===== src/rtl/clfm_pkg.sv =====
package clfm_pkg;

    // controller states
    typedef enum logic [3:0] {
        S_IDLE,
        S_PROD,
        S_CMP,
        S_COL_LOAD,
        S_COL_DIV,
        S_TERM,
        S_ACC,
        S_TAB_LOAD,
        S_TAB_DIV,
        S_OUT
    } t_state;

    // commands from controller to datapath
    typedef struct packed {
        logic load;
        logic prod;
        logic cmp;
        logic div_col_start;
        logic div_tab_start;
        logic div_step;
        logic term;
        logic acc;
        logic out_load;
    } t_cmd;

    // status from datapath to controller
    typedef struct packed {
        logic div_done;
    } t_status;

endpackage


===== src/rtl/clustering_f_measure.sv =====
// a plain cell runs the product and compare steps; a column end also runs the
// bit-serial divider for the column score, then the weighted-term and accumulate steps
// a table end runs that divider twice, for the column score and then for the final
// quotient; a new request is taken only once the block is back in idle
// reset: synchronous active low; clears best score, weighted sum, controller and
// output valid, and sets total_items to 1
module clustering_f_measure import clfm_pkg::*; #(
    parameter int COUNT_BITS = 16,
    parameter int FRAC_BITS  = 16
) (
    input  logic                  i_clk,
    input  logic                  i_rst_n,
    input  logic                  i_cfg_we,
    input  logic [COUNT_BITS-1:0] i_cfg_wdata,
    input  logic                  i_valid,
    output logic                  o_ready,
    input  logic [COUNT_BITS-1:0] i_cell_count,
    input  logic [COUNT_BITS-1:0] i_row_total,
    input  logic [COUNT_BITS-1:0] i_col_total,
    input  logic                  i_column_end,
    input  logic                  i_table_end,
    output logic                  o_valid,
    input  logic                  i_ready,
    output logic [FRAC_BITS:0]    o_f_measure
);

    t_cmd    w_cmd;
    t_status w_status;

    // sequencing
    clfm_ctrl u_ctrl (
        .i_clk        (i_clk),
        .i_rst_n      (i_rst_n),
        .i_valid      (i_valid),
        .o_ready      (o_ready),
        .i_column_end (i_column_end),
        .i_table_end  (i_table_end),
        .o_valid      (o_valid),
        .i_ready      (i_ready),
        .i_status     (w_status),
        .o_cmd        (w_cmd)
    );

    // arithmetic and state
    clfm_datapath #(
        .COUNT_BITS (COUNT_BITS),
        .FRAC_BITS  (FRAC_BITS)
    ) u_datapath (
        .i_clk        (i_clk),
        .i_rst_n      (i_rst_n),
        .i_cfg_we     (i_cfg_we),
        .i_cfg_wdata  (i_cfg_wdata),
        .i_cell_count (i_cell_count),
        .i_row_total  (i_row_total),
        .i_col_total  (i_col_total),
        .i_cmd        (w_cmd),
        .o_status     (w_status),
        .o_f_measure  (o_f_measure)
    );

endmodule


===== src/rtl/clfm_datapath.sv =====
module clfm_datapath import clfm_pkg::*; #(
    parameter int COUNT_BITS = 16,
    parameter int FRAC_BITS  = 16
) (
    input  logic                  i_clk,
    input  logic                  i_rst_n,
    input  logic                  i_cfg_we,
    input  logic [COUNT_BITS-1:0] i_cfg_wdata,
    input  logic [COUNT_BITS-1:0] i_cell_count,
    input  logic [COUNT_BITS-1:0] i_row_total,
    input  logic [COUNT_BITS-1:0] i_col_total,
    input  t_cmd                  i_cmd,
    output t_status               o_status,
    output logic [FRAC_BITS:0]    o_f_measure
);

    localparam int NW = COUNT_BITS + 1;
    localparam int PW = 2 * NW;
    localparam int SW = COUNT_BITS + FRAC_BITS;
    localparam int DW = SW + 1;
    localparam int CW = $clog2(DW + 1);
    localparam logic [DW-1:0] ONE_Q = DW'(1) << FRAC_BITS;

    logic [COUNT_BITS-1:0] r_total;
    logic [COUNT_BITS-1:0] r_count;
    logic [COUNT_BITS-1:0] r_row;
    logic [COUNT_BITS-1:0] r_col;
    logic [NW-1:0]         r_best_num;
    logic [NW-1:0]         r_best_den;
    logic [SW-1:0]         r_sum;
    logic [PW-1:0]         r_p1;
    logic [PW-1:0]         r_p2;
    logic [NW-1:0]         r_rem;
    logic [DW-1:0]         r_dvd;
    logic [NW-1:0]         r_dvs;
    logic [CW-1:0]         r_div_cnt;
    logic [DW-1:0]         r_term;
    logic [FRAC_BITS:0]    r_f;

    logic [NW-1:0]      w_num;
    logic [NW-1:0]      w_den;
    logic [NW-1:0]      w_num_c;
    logic               w_scored;
    logic [PW-1:0]      w_prod1;
    logic [PW-1:0]      w_prod2;
    logic [NW:0]        w_rs;
    logic               w_ge;
    logic [NW:0]        w_diff;
    logic [FRAC_BITS:0] w_q_cap;
    logic [DW-1:0]      w_acc;

    // cell score as a clamped fraction
    assign w_num    = {r_count, 1'b0};
    assign w_den    = {1'b0, r_row} + {1'b0, r_col};
    assign w_num_c  = (w_num > w_den) ? w_den : w_num;
    assign w_scored = (r_count != '0) && (w_den != '0);

    // cross products for the compare
    assign w_prod1 = PW'(w_num_c) * PW'(r_best_den);
    assign w_prod2 = PW'(r_best_num) * PW'(w_den);

    // one restoring division step
    assign w_rs   = {r_rem, r_dvd[DW-1]};
    assign w_ge   = (w_rs >= {1'b0, r_dvs});
    assign w_diff = w_rs - {1'b0, r_dvs};

    // quotient capped at one
    assign w_q_cap = (r_dvd > ONE_Q) ? ONE_Q[FRAC_BITS:0] : r_dvd[FRAC_BITS:0];

    // saturating accumulate
    assign w_acc = {1'b0, r_sum} + r_term;

    // configuration register
    always_ff @(posedge i_clk) begin
        if (!i_rst_n) begin
            r_total <= COUNT_BITS'(1);
        end else if (i_cfg_we) begin
            r_total <= i_cfg_wdata;
        end
    end

    // input holding registers and products
    always_ff @(posedge i_clk) begin
        if (i_cmd.load) begin
            r_count <= i_cell_count;
            r_row   <= i_row_total;
            r_col   <= i_col_total;
        end
        if (i_cmd.prod) begin
            r_p1 <= w_prod1;
            r_p2 <= w_prod2;
        end
        if (i_cmd.term) begin
            r_term <= DW'(w_q_cap * r_col);
        end
        if (i_cmd.out_load) begin
            if (r_total == '0) begin
                r_f <= '0;
            end else begin
                r_f <= w_q_cap;
            end
        end
    end

    // best score of the current column
    always_ff @(posedge i_clk) begin
        if (!i_rst_n) begin
            r_best_num <= '0;
            r_best_den <= NW'(1);
        end else if (i_cmd.cmp && w_scored && (r_p1 > r_p2)) begin
            r_best_num <= w_num_c;
            r_best_den <= w_den;
        end else if (i_cmd.acc) begin
            r_best_num <= '0;
            r_best_den <= NW'(1);
        end
    end

    // running weighted sum
    always_ff @(posedge i_clk) begin
        if (!i_rst_n) begin
            r_sum <= '0;
        end else if (i_cmd.acc) begin
            r_sum <= w_acc[SW] ? '1 : w_acc[SW-1:0];
        end else if (i_cmd.out_load) begin
            r_sum <= '0;
        end
    end

    // shared iterative divider, one quotient bit per cycle
    always_ff @(posedge i_clk) begin
        if (!i_rst_n) begin
            r_div_cnt <= '0;
        end else if (i_cmd.div_col_start || i_cmd.div_tab_start) begin
            r_div_cnt <= CW'(DW);
        end else if (i_cmd.div_step) begin
            r_div_cnt <= r_div_cnt - CW'(1);
        end
    end

    always_ff @(posedge i_clk) begin
        if (i_cmd.div_col_start) begin
            r_dvd <= {r_best_num, {FRAC_BITS{1'b0}}};
            r_dvs <= r_best_den;
            r_rem <= '0;
        end else if (i_cmd.div_tab_start) begin
            r_dvd <= {1'b0, r_sum};
            r_dvs <= {1'b0, r_total};
            r_rem <= '0;
        end else if (i_cmd.div_step) begin
            r_rem <= w_ge ? w_diff[NW-1:0] : w_rs[NW-1:0];
            r_dvd <= {r_dvd[DW-2:0], w_ge};
        end
    end

    assign o_status.div_done = (r_div_cnt == '0);
    assign o_f_measure       = r_f;

endmodule


===== src/rtl/clfm_ctrl.sv =====
module clfm_ctrl import clfm_pkg::*; (
    input  logic    i_clk,
    input  logic    i_rst_n,
    input  logic    i_valid,
    output logic    o_ready,
    input  logic    i_column_end,
    input  logic    i_table_end,
    output logic    o_valid,
    input  logic    i_ready,
    input  t_status i_status,
    output t_cmd    o_cmd
);

    t_state r_state;
    t_state n_state;
    logic   r_col_end;
    logic   r_tab_end;
    logic   r_out_valid;
    logic   w_accept;

    assign w_accept = i_valid && (r_state == S_IDLE);
    assign o_ready  = (r_state == S_IDLE);
    assign o_valid  = r_out_valid;

    // state register
    always_ff @(posedge i_clk) begin
        if (!i_rst_n) begin
            r_state <= S_IDLE;
        end else begin
            r_state <= n_state;
        end
    end

    // end flags of the request in progress
    always_ff @(posedge i_clk) begin
        if (w_accept) begin
            r_col_end <= i_column_end;
            r_tab_end <= i_table_end;
        end
    end

    // output valid flag
    always_ff @(posedge i_clk) begin
        if (!i_rst_n) begin
            r_out_valid <= 1'b0;
        end else if (o_cmd.out_load) begin
            r_out_valid <= 1'b1;
        end else if (i_ready) begin
            r_out_valid <= 1'b0;
        end
    end

    // next state and commands
    always_comb begin
        n_state = r_state;
        o_cmd   = '0;
        case (r_state)
            S_IDLE: begin
                if (i_valid) begin
                    o_cmd.load = 1'b1;
                    n_state    = S_PROD;
                end
            end
            S_PROD: begin
                o_cmd.prod = 1'b1;
                n_state    = S_CMP;
            end
            S_CMP: begin
                o_cmd.cmp = 1'b1;
                n_state   = (r_col_end || r_tab_end) ? S_COL_LOAD : S_IDLE;
            end
            S_COL_LOAD: begin
                o_cmd.div_col_start = 1'b1;
                n_state             = S_COL_DIV;
            end
            S_COL_DIV: begin
                if (i_status.div_done) begin
                    n_state = S_TERM;
                end else begin
                    o_cmd.div_step = 1'b1;
                end
            end
            S_TERM: begin
                o_cmd.term = 1'b1;
                n_state    = S_ACC;
            end
            S_ACC: begin
                o_cmd.acc = 1'b1;
                n_state   = r_tab_end ? S_TAB_LOAD : S_IDLE;
            end
            S_TAB_LOAD: begin
                o_cmd.div_tab_start = 1'b1;
                n_state             = S_TAB_DIV;
            end
            S_TAB_DIV: begin
                if (i_status.div_done) begin
                    n_state = S_OUT;
                end else begin
                    o_cmd.div_step = 1'b1;
                end
            end
            S_OUT: begin
                if (!r_out_valid || i_ready) begin
                    o_cmd.out_load = 1'b1;
                    n_state        = S_IDLE;
                end
            end
            default: begin
                n_state = S_IDLE;
            end
        endcase
    end

endmodule


===== config.mk =====
export PLATFORM = sky130hd
export DESIGN_NAME = clustering_f_measure
export DESIGN_NICKNAME = d
export VERILOG_FILES = /design/src/rtl/clfm_pkg.sv /design/src/rtl/clustering_f_measure.sv /design/src/rtl/clfm_datapath.sv /design/src/rtl/clfm_ctrl.sv
export SDC_FILE = /design/constraint.sdc
export NUM_CORES = 2
export LEC_CHECK = 0
export BUFFER_PORTS_ARGS = -buffer_cell sky130_fd_sc_hd__buf_2
export CAP_MARGIN = 20
export CELL_PAD_IN_SITES_DETAIL_PLACEMENT = 1
export CELL_PAD_IN_SITES_GLOBAL_PLACEMENT = 1
export CORE_MARGIN = 2
export CORE_UTILIZATION = 47
export CTS_CLUSTER_SIZE = 28
export DETAILED_ROUTE_END_ITERATION = 8
export GPL_ROUTABILITY_DRIVEN = 1
export PLACE_DENSITY = 0.88
export SYNTH_ARGS = -nofsm -noshare
export SYNTH_HDL_FRONTEND = slang
export SYNTH_SLANG_ARGS = --single-unit

===== constraint.sdc =====
create_clock -name i_clk -period 10.82 [get_ports i_clk]
set_clock_uncertainty 0.2 [all_clocks]
set_input_delay 1.623 -clock i_clk [delete_from_list [all_inputs] [get_ports i_clk]]
set_output_delay 1.623 -clock i_clk [all_outputs]
set_load 0.005 [all_outputs]

### Word level (Yosys, flattened, before mapping)

Cells that the tools add are included.

| operators by class | value |
|---|---|
| equal/unequal tests | 13 |
| order comparisons | 4 |
| reduce and logical (&&, ||, !) cells | 24 |
| bitwise gates (word level) | 1 |
| multiplexer cells | 38 |
| multipliers | 3 |
| add/sub/neg operators | 4 |

Operators by type and width:

| operator | count |
|---|---|
| 17-bit 2-to-1 mux | 9 |
| 33-bit 2-to-1 mux | 3 |
| 32-bit 2-to-1 mux | 3 |
| 17-bit by 17-bit multiplier with 34-bit output | 2 |
| 4-bit one-hot mux with 10 select lines | 1 |
| 34-bit > comparator | 1 |
| 32-bit by 33-bit adder with 33-bit output | 1 |
| 33-bit by 17-bit > comparator with 1-bit output (second input constant) | 1 |
| 17-bit by 16-bit multiplier with 33-bit output | 1 |
| 18-bit by 17-bit >= comparator with 1-bit output | 1 |
| 16-bit by 16-bit adder with 17-bit output | 1 |
| 17-bit > comparator | 1 |
| 17-bit nonzero test | 1 |
| 17-bit subtractor | 1 |
| 4-bit by 3-bit equality test with 1-bit output (second input constant) | 4 |
| 16-bit zero test | 1 |
| 4-bit 2-to-1 mux | 4 |
| 16-bit nonzero test | 1 |
| 1-bit 2-to-1 mux | 14 |
| 6-bit 2-to-1 mux | 2 |
| 2-bit nonzero test | 6 |
| 4-bit by 2-bit equality test with 1-bit output (second input constant) | 2 |
| 4-bit equality test (second input constant) | 2 |
| 6-bit zero test | 1 |
| other kinds (14) | 23 |

| word-level totals | value |
|---|---|
| output and inout port bits | 19 |
| register bits | 328 |

### Depth between registers and ports, before layout

| logic depth | value |
|---|---|
| depth after elaboration | 6 |
| gate-level depth with buffers | 47 |
| depth with buffers taken out | 43 |

### Hierarchy

Synthesis repeated with hierarchy kept, for this count alone.

| unflattened totals | value |
|---|---|
| cells, all modules | 4873 |
| area, all modules | 45233.4 µm² |

Modules (own cells, without submodules):

| module | instances | area each (µm²) | sequential area each (µm²) | cells each |
|---|---|---|---|---|
| clfm_datapath | 1 | 44760.4 | 8428.1 | 4815 |
| clfm_ctrl | 1 | 473.0 | 160.2 | 58 |

### Worst setup path before layout

No wires, ideal clock.

| path | value |
|---|---|
| path type | flip-flop to flip-flop |
| from | reg u_datapath.r_col[1] |
| to | reg u_datapath.r_p1[30] (data pin) |
| stages on the path, launching flop included | 46 |
| required time | 10458 ps |
| path slack | 94 ps |
| arrival time | 10364 ps |
| buffers on the path | 6 |
| period minus slack after synthesis | 10726 ps |
| path through | edfxtp_1 > clkbuf_1 > inv_1 > fa_1 > nor2b_1 > o31a_1 > a21oi_1 > a21oi_1 > o21ai_0 > a21boi_0 > o21ai_0 > nand2b_1 > clkbuf_1 > clkbuf_1 > inv_1 > ha_1 > and4_1 > o21ai_0 > [... 10 more ...] > fa_1 > fa_1 > fa_1 > inv_1 > fa_1 > inv_1 > ha_1 > clkbuf_1 > a21o_1 > a21o_1 > a21o_1 > a21oi_1 > o21ai_0 > a21oi_1 > o311ai_0 > a21oi_1 > or4b_2 > o2111ai_1 |

| on the way | value |
|---|---|
| longest elaborated chain between the ends | 4 |

RTL lines:

| item | RTL line | source |
|---|---|---|
| start, declared | clfm_datapath.sv:27 | `logic [COUNT_BITS-1:0] r_col;` |
| start signal, assigned | clfm_datapath.sv:87 | `r_col <= i_col_total;` |
| 16-bit by 16-bit adder with 17-bit output * | clfm_datapath.sv:54 | `assign w_den = {1'b0, r_row} + {1'b0, r_col};` |
| 17-bit > comparator | clfm_datapath.sv:55 | `assign w_num_c = (w_num > w_den) ? w_den : w_num;` |
| 17-bit 2-to-1 mux * | clfm_datapath.sv:55 |  |
| 17-bit by 17-bit multiplier with 34-bit output * | clfm_datapath.sv:59 | `assign w_prod1 = PW'(w_num_c) * PW'(r_best_den);` |
| via u_datapath.w_prod1[30] | clfm_datapath.sv:44 | `logic [PW-1:0] w_prod1;` |
| end signal, assigned | clfm_datapath.sv:90 | `r_p1 <= w_prod1;` |
| end, declared | clfm_datapath.sv:31 | `logic [PW-1:0] r_p1;` |

Mark *: on every way through the listed nets, which the timed path passes. The rest lies on a longest branch.
A chain may end at the register's enable or synchronous reset.

### Worst setup path in the final report

| path | value |
|---|---|
| from | reg u_datapath.r_col[0] |
| to | reg u_datapath.r_p1[31] (data pin) |

Same word-level chain as after synthesis.

==> summary.md <==
| Metric | Value |
|---|---|
| Status | `complete, but fails checks` |
| Failing checks | `setup timing` |
| Largest net degree at the start of global routing | `69` |
| CTS tree | `built` |
| Hold_buf cts | `0` |
| Remaining Overflow, GRT | `0` |
| Hold slack | `0.292 ns` |
| Area used by multi-input combinational logic | `around 0.032 mm2` |
| CP peak stage delay | `about 0.56 ns` |
| Compound-cell area share of the yosys netlist | `between 8 and 9%` |
| Critical register-to-register path endpoint | `u_datapath.r_p1[31]$_DFFE_PP_` |
| # fillers | `around 11000` |
| Final Core Density | `~51%` |
| Vias | `between 30000 and 40000` |
| Post-Synth Adder-Cell Area | `a little over two fifths` |
| Synth area leaders | `fa_1, edfxtp_1, ha_1` |
| Final Slew Violations | `0` |
| Largest family of logic cells by synthesized area | `adder cells` |
| Setup TNS | `-0.0977 ns` |
| Synth Area in XOR/XNOR | `2.74%` |
| Clk pin slew, worst setup/hold paths | `0.06 ns` |
| Most frequent cells in the layout | `inv_1, nand2_1, fa_1` |
| Area share of the largest cell type after synthesis | `~30%` |
| Vias in the first global route | `41250` |
| Most used flip-flop cell after synthesis | `edfxtp_1` |
| WP data required | `about 11 ns` |
| CP Class | `flip-flop to flip-flop` |
| R2R Path Start | `u_datapath.r_col[0]$_DFFE_PP_` |
| Die width | `~310 um` |
| M2 GR Usage | `between 50% and 60%` |
| Post-Synth Simple-Gate Area | `about 15%` |
| Syn Std Cell Area | `about 0.044 mm2` |
| Pwr dens | `around 130 mW/mm2` |
| Synth-to-Final Area Change | `8.51%` |
| Pre-antenna DRT Iters | `7` |
| CTS Buffer Depth | `3` |
| Critical Path AT | `about 11 ns` |
| Post-synthesis sequential area ratio | `between 15 and 20%` |
| # DRC | `0` |
| Syn Area/Cell | `9.30 um2` |
| Worst hold start | `u_datapath.r_rem[13]$_SDFFE_PP0P_` |
| Net Count, Synth | `~5900` |
| Most common cell after layout, fill and taps aside | `inv_1` |
| Final setup vio count | `1` |
| Worst Setup Start Kind | `flip-flop` |
| Fraction of layout cells with a size suffix above 1 | `slightly below 8%` |
| Max_cap viols | `0` |
| Period utilisation layout | `101%` |
| Critical-path maximum fanout | `17` |
| Row count | `between 100 and 150` |
| Fmax | `91.6 MHz` |
| Endpoint class of the critical path | `flip-flop` |
| Gpl congestion | `slightly above 0.9` |
| Leakage | `between 0.02 and 0.025 uW` |
| Initial DRC Count | `roughly 3000` |
| Synth area leader | `fa_1` |
| Max VDD drop | `between 0.1 and 0.15 mV` |
| Vias per cell | `roughly 6.0` |
| Cells on Worst Hold Path | `2` |
| Post-synthesis cell type count | `slightly above 80` |
| Die Area | `0.0964 mm2` |
| WL/cell | `~26 um` |
| First-pass GRT wire length | `approximately 230 mm` |
| Met3 Usage GRT | `approximately 5.7%` |
| Hold Path Sink | `u_datapath.r_rem[13]$_SDFFE_PP0P_` |
| Die height | `310 um` |
| CORE AREA | `0.0932 mm2` |
| Net count, final | `between 5000 and 6000` |
| DP Area | `around 0.046 mm2` |
| Post-DP HPWL | `between 100 and 150 mm` |
| Slew @ Worst Pin | `1.18 ns` |
| Flops & latches, synth | `~330` |
| Grt met1 use | `between 30 and 40%` |
| Slack of the critical path | `-0.0977 ns` |
| Worst-case reg-to-reg path depth | `43` |
| Post-Route WL | `roughly 160 mm` |
| Critical path's slowest cell | `fa_1` |
| H-Tree Depth | `2` |
| Post-synthesis async set-or-reset flop share | `0%` |
| Port Buffers | `between 80 and 90` |
| Root Buffer | `clkbuf_16` |
| Initial antenna violation count | `9` |
| Most Used Layer, Global Route | `met2` |
| GRT Resource Usage Total | `between 30% and 40%` |
| Routed Antenna Nets | `0` |
| Number of synthesized flops with an enable pin | `202` |
| Endpoints failing hold | `0` |
| Fin crit period | `between 10 and 15 ns` |
| Ports | `90` |
| YS warnings | `0` |
| Clock latency at the later pin of the worst-skew pair | `0.61 ns` |
| Sequential cell area | `0.00859 mm2` |
| Final Power | `around 6400 uW` |
| Hold crit path type | `flip-flop to flip-flop` |
| R2R Setup Slk | `-0.1 ns` |
| CTS Buf Count | `39` |
| Initial Utilization | `47.4%` |
| Post-Syn Instances | `roughly 4700` |
| Sink Count | `about 330` |
| Post-layout instance area | `roughly 0.048 mm2` |
| Multiplexer share of the synthesized area | `2.11%` |
| Slew margin rel. | `about a fifth` |
final cells by class:
type | count | area share [%]
antenna | 5 | 0.0261
inverter | 880 | 6.90
tap | 1254 | 3.28
timing repair buffer | 210 | 3.00
multi-input combinational | 3312 | 66.1
sequential | 328 | 17.9
clock buffer | 57 | 2.39
clock inverter | 13 | 0.366
metal layers:
layer,wire (um),up-vias
li1,-,15190
met1,54800,18520
met2,76000,1862
met3,11900,760
met4,12400,8
met5,54,-
cells in the mapped netlist (all sizes together), types with 53 or more instances:
library cell    n
inv           880
nand2         671
fa            659
ha            438
and2          245
edfxtp        202
clkbuf        193
a21oi         185
dfxtp         126
nor2          119
o21ai         113
and3          108
xnor2          85
a21o           70
mux2i          57
xor2           53
critical path, delay by kind of cell (launching register included):
kind            cells  cell delay [ns]
fa+ha+maj          10             4.30
compound gates     18             3.50
simple gates        5             0.96
buf+inv             8             0.73
mux                 1             0.44
flops               1             0.36
xor+xnor            1             0.12
registers in the layout, indices dropped and copies added (netlist names), 17 cells and up:
| signal | count |
|---|---|
| u_datapath.r_dvd | 33 |
| u_datapath.r_p2 | 34 |
| u_datapath.r_dvs | 17 |
| u_datapath.r_rem | 17 |
| u_datapath.r_best_den | 17 |
| u_datapath.o_f_measure | 17 |
| u_datapath.r_p1 | 34 |
| u_datapath.r_best_num | 17 |
| u_datapath.r_term | 33 |
| u_datapath.r_sum | 32 |
stage by stage:
step           setup slack, ns  std cells
2_1_floorplan           0.0941       4749
3_3_place_gp             0.286       5960
3_5_place_dp            -0.333       5961
4_1_cts                -0.0355       6033
5_1_grt                 -0.266       6054
6_report               -0.0977       6059
where the power goes:
part	switching, uW	internal (uW)	total (uW)
sequential	159	1550	1700
combinational	2160	1110	3270
clock	620	812	1430
cell families (layout without fill, tap and decap cells):
kind of cell,after synthesis,in the layout
simple gates,1393,1393
flops,328,328
other cells,0,5
mux,89,89
fa+ha+maj,1097,1097
xor+xnor,138,138
compound gates,595,595
buf+inv,1109,1160
repair_timing:
item | CTS | global route
pin swaps | 0 | 6
gates resized for setup | 9 | 37
setup buffers | 2 | 19
endpoints found under the setup margin | 10 | 18
how the worst max path moves through the flow:
stage                                        from                       endpoint  cells past startpoint
global placement    u_datapath.r_col[0]$_DFFE_PP_  u_datapath.r_p1[32]$_DFFE_PP_                     42
floorplan           u_datapath.r_col[1]$_DFFE_PP_  u_datapath.r_p1[30]$_DFFE_PP_                     45
finish              u_datapath.r_col[0]$_DFFE_PP_  u_datapath.r_p1[31]$_DFFE_PP_                     43
global route        u_datapath.r_col[0]$_DFFE_PP_  u_datapath.r_p1[31]$_DFFE_PP_                     43
CTS                 u_datapath.r_col[0]$_DFFE_PP_  u_datapath.r_p1[30]$_DFFE_PP_                     43
detailed placement  u_datapath.r_col[0]$_DFFE_PP_  u_datapath.r_p1[30]$_DFFE_PP_                     39
No activity file was read; power rests on OpenSTA's default activity.
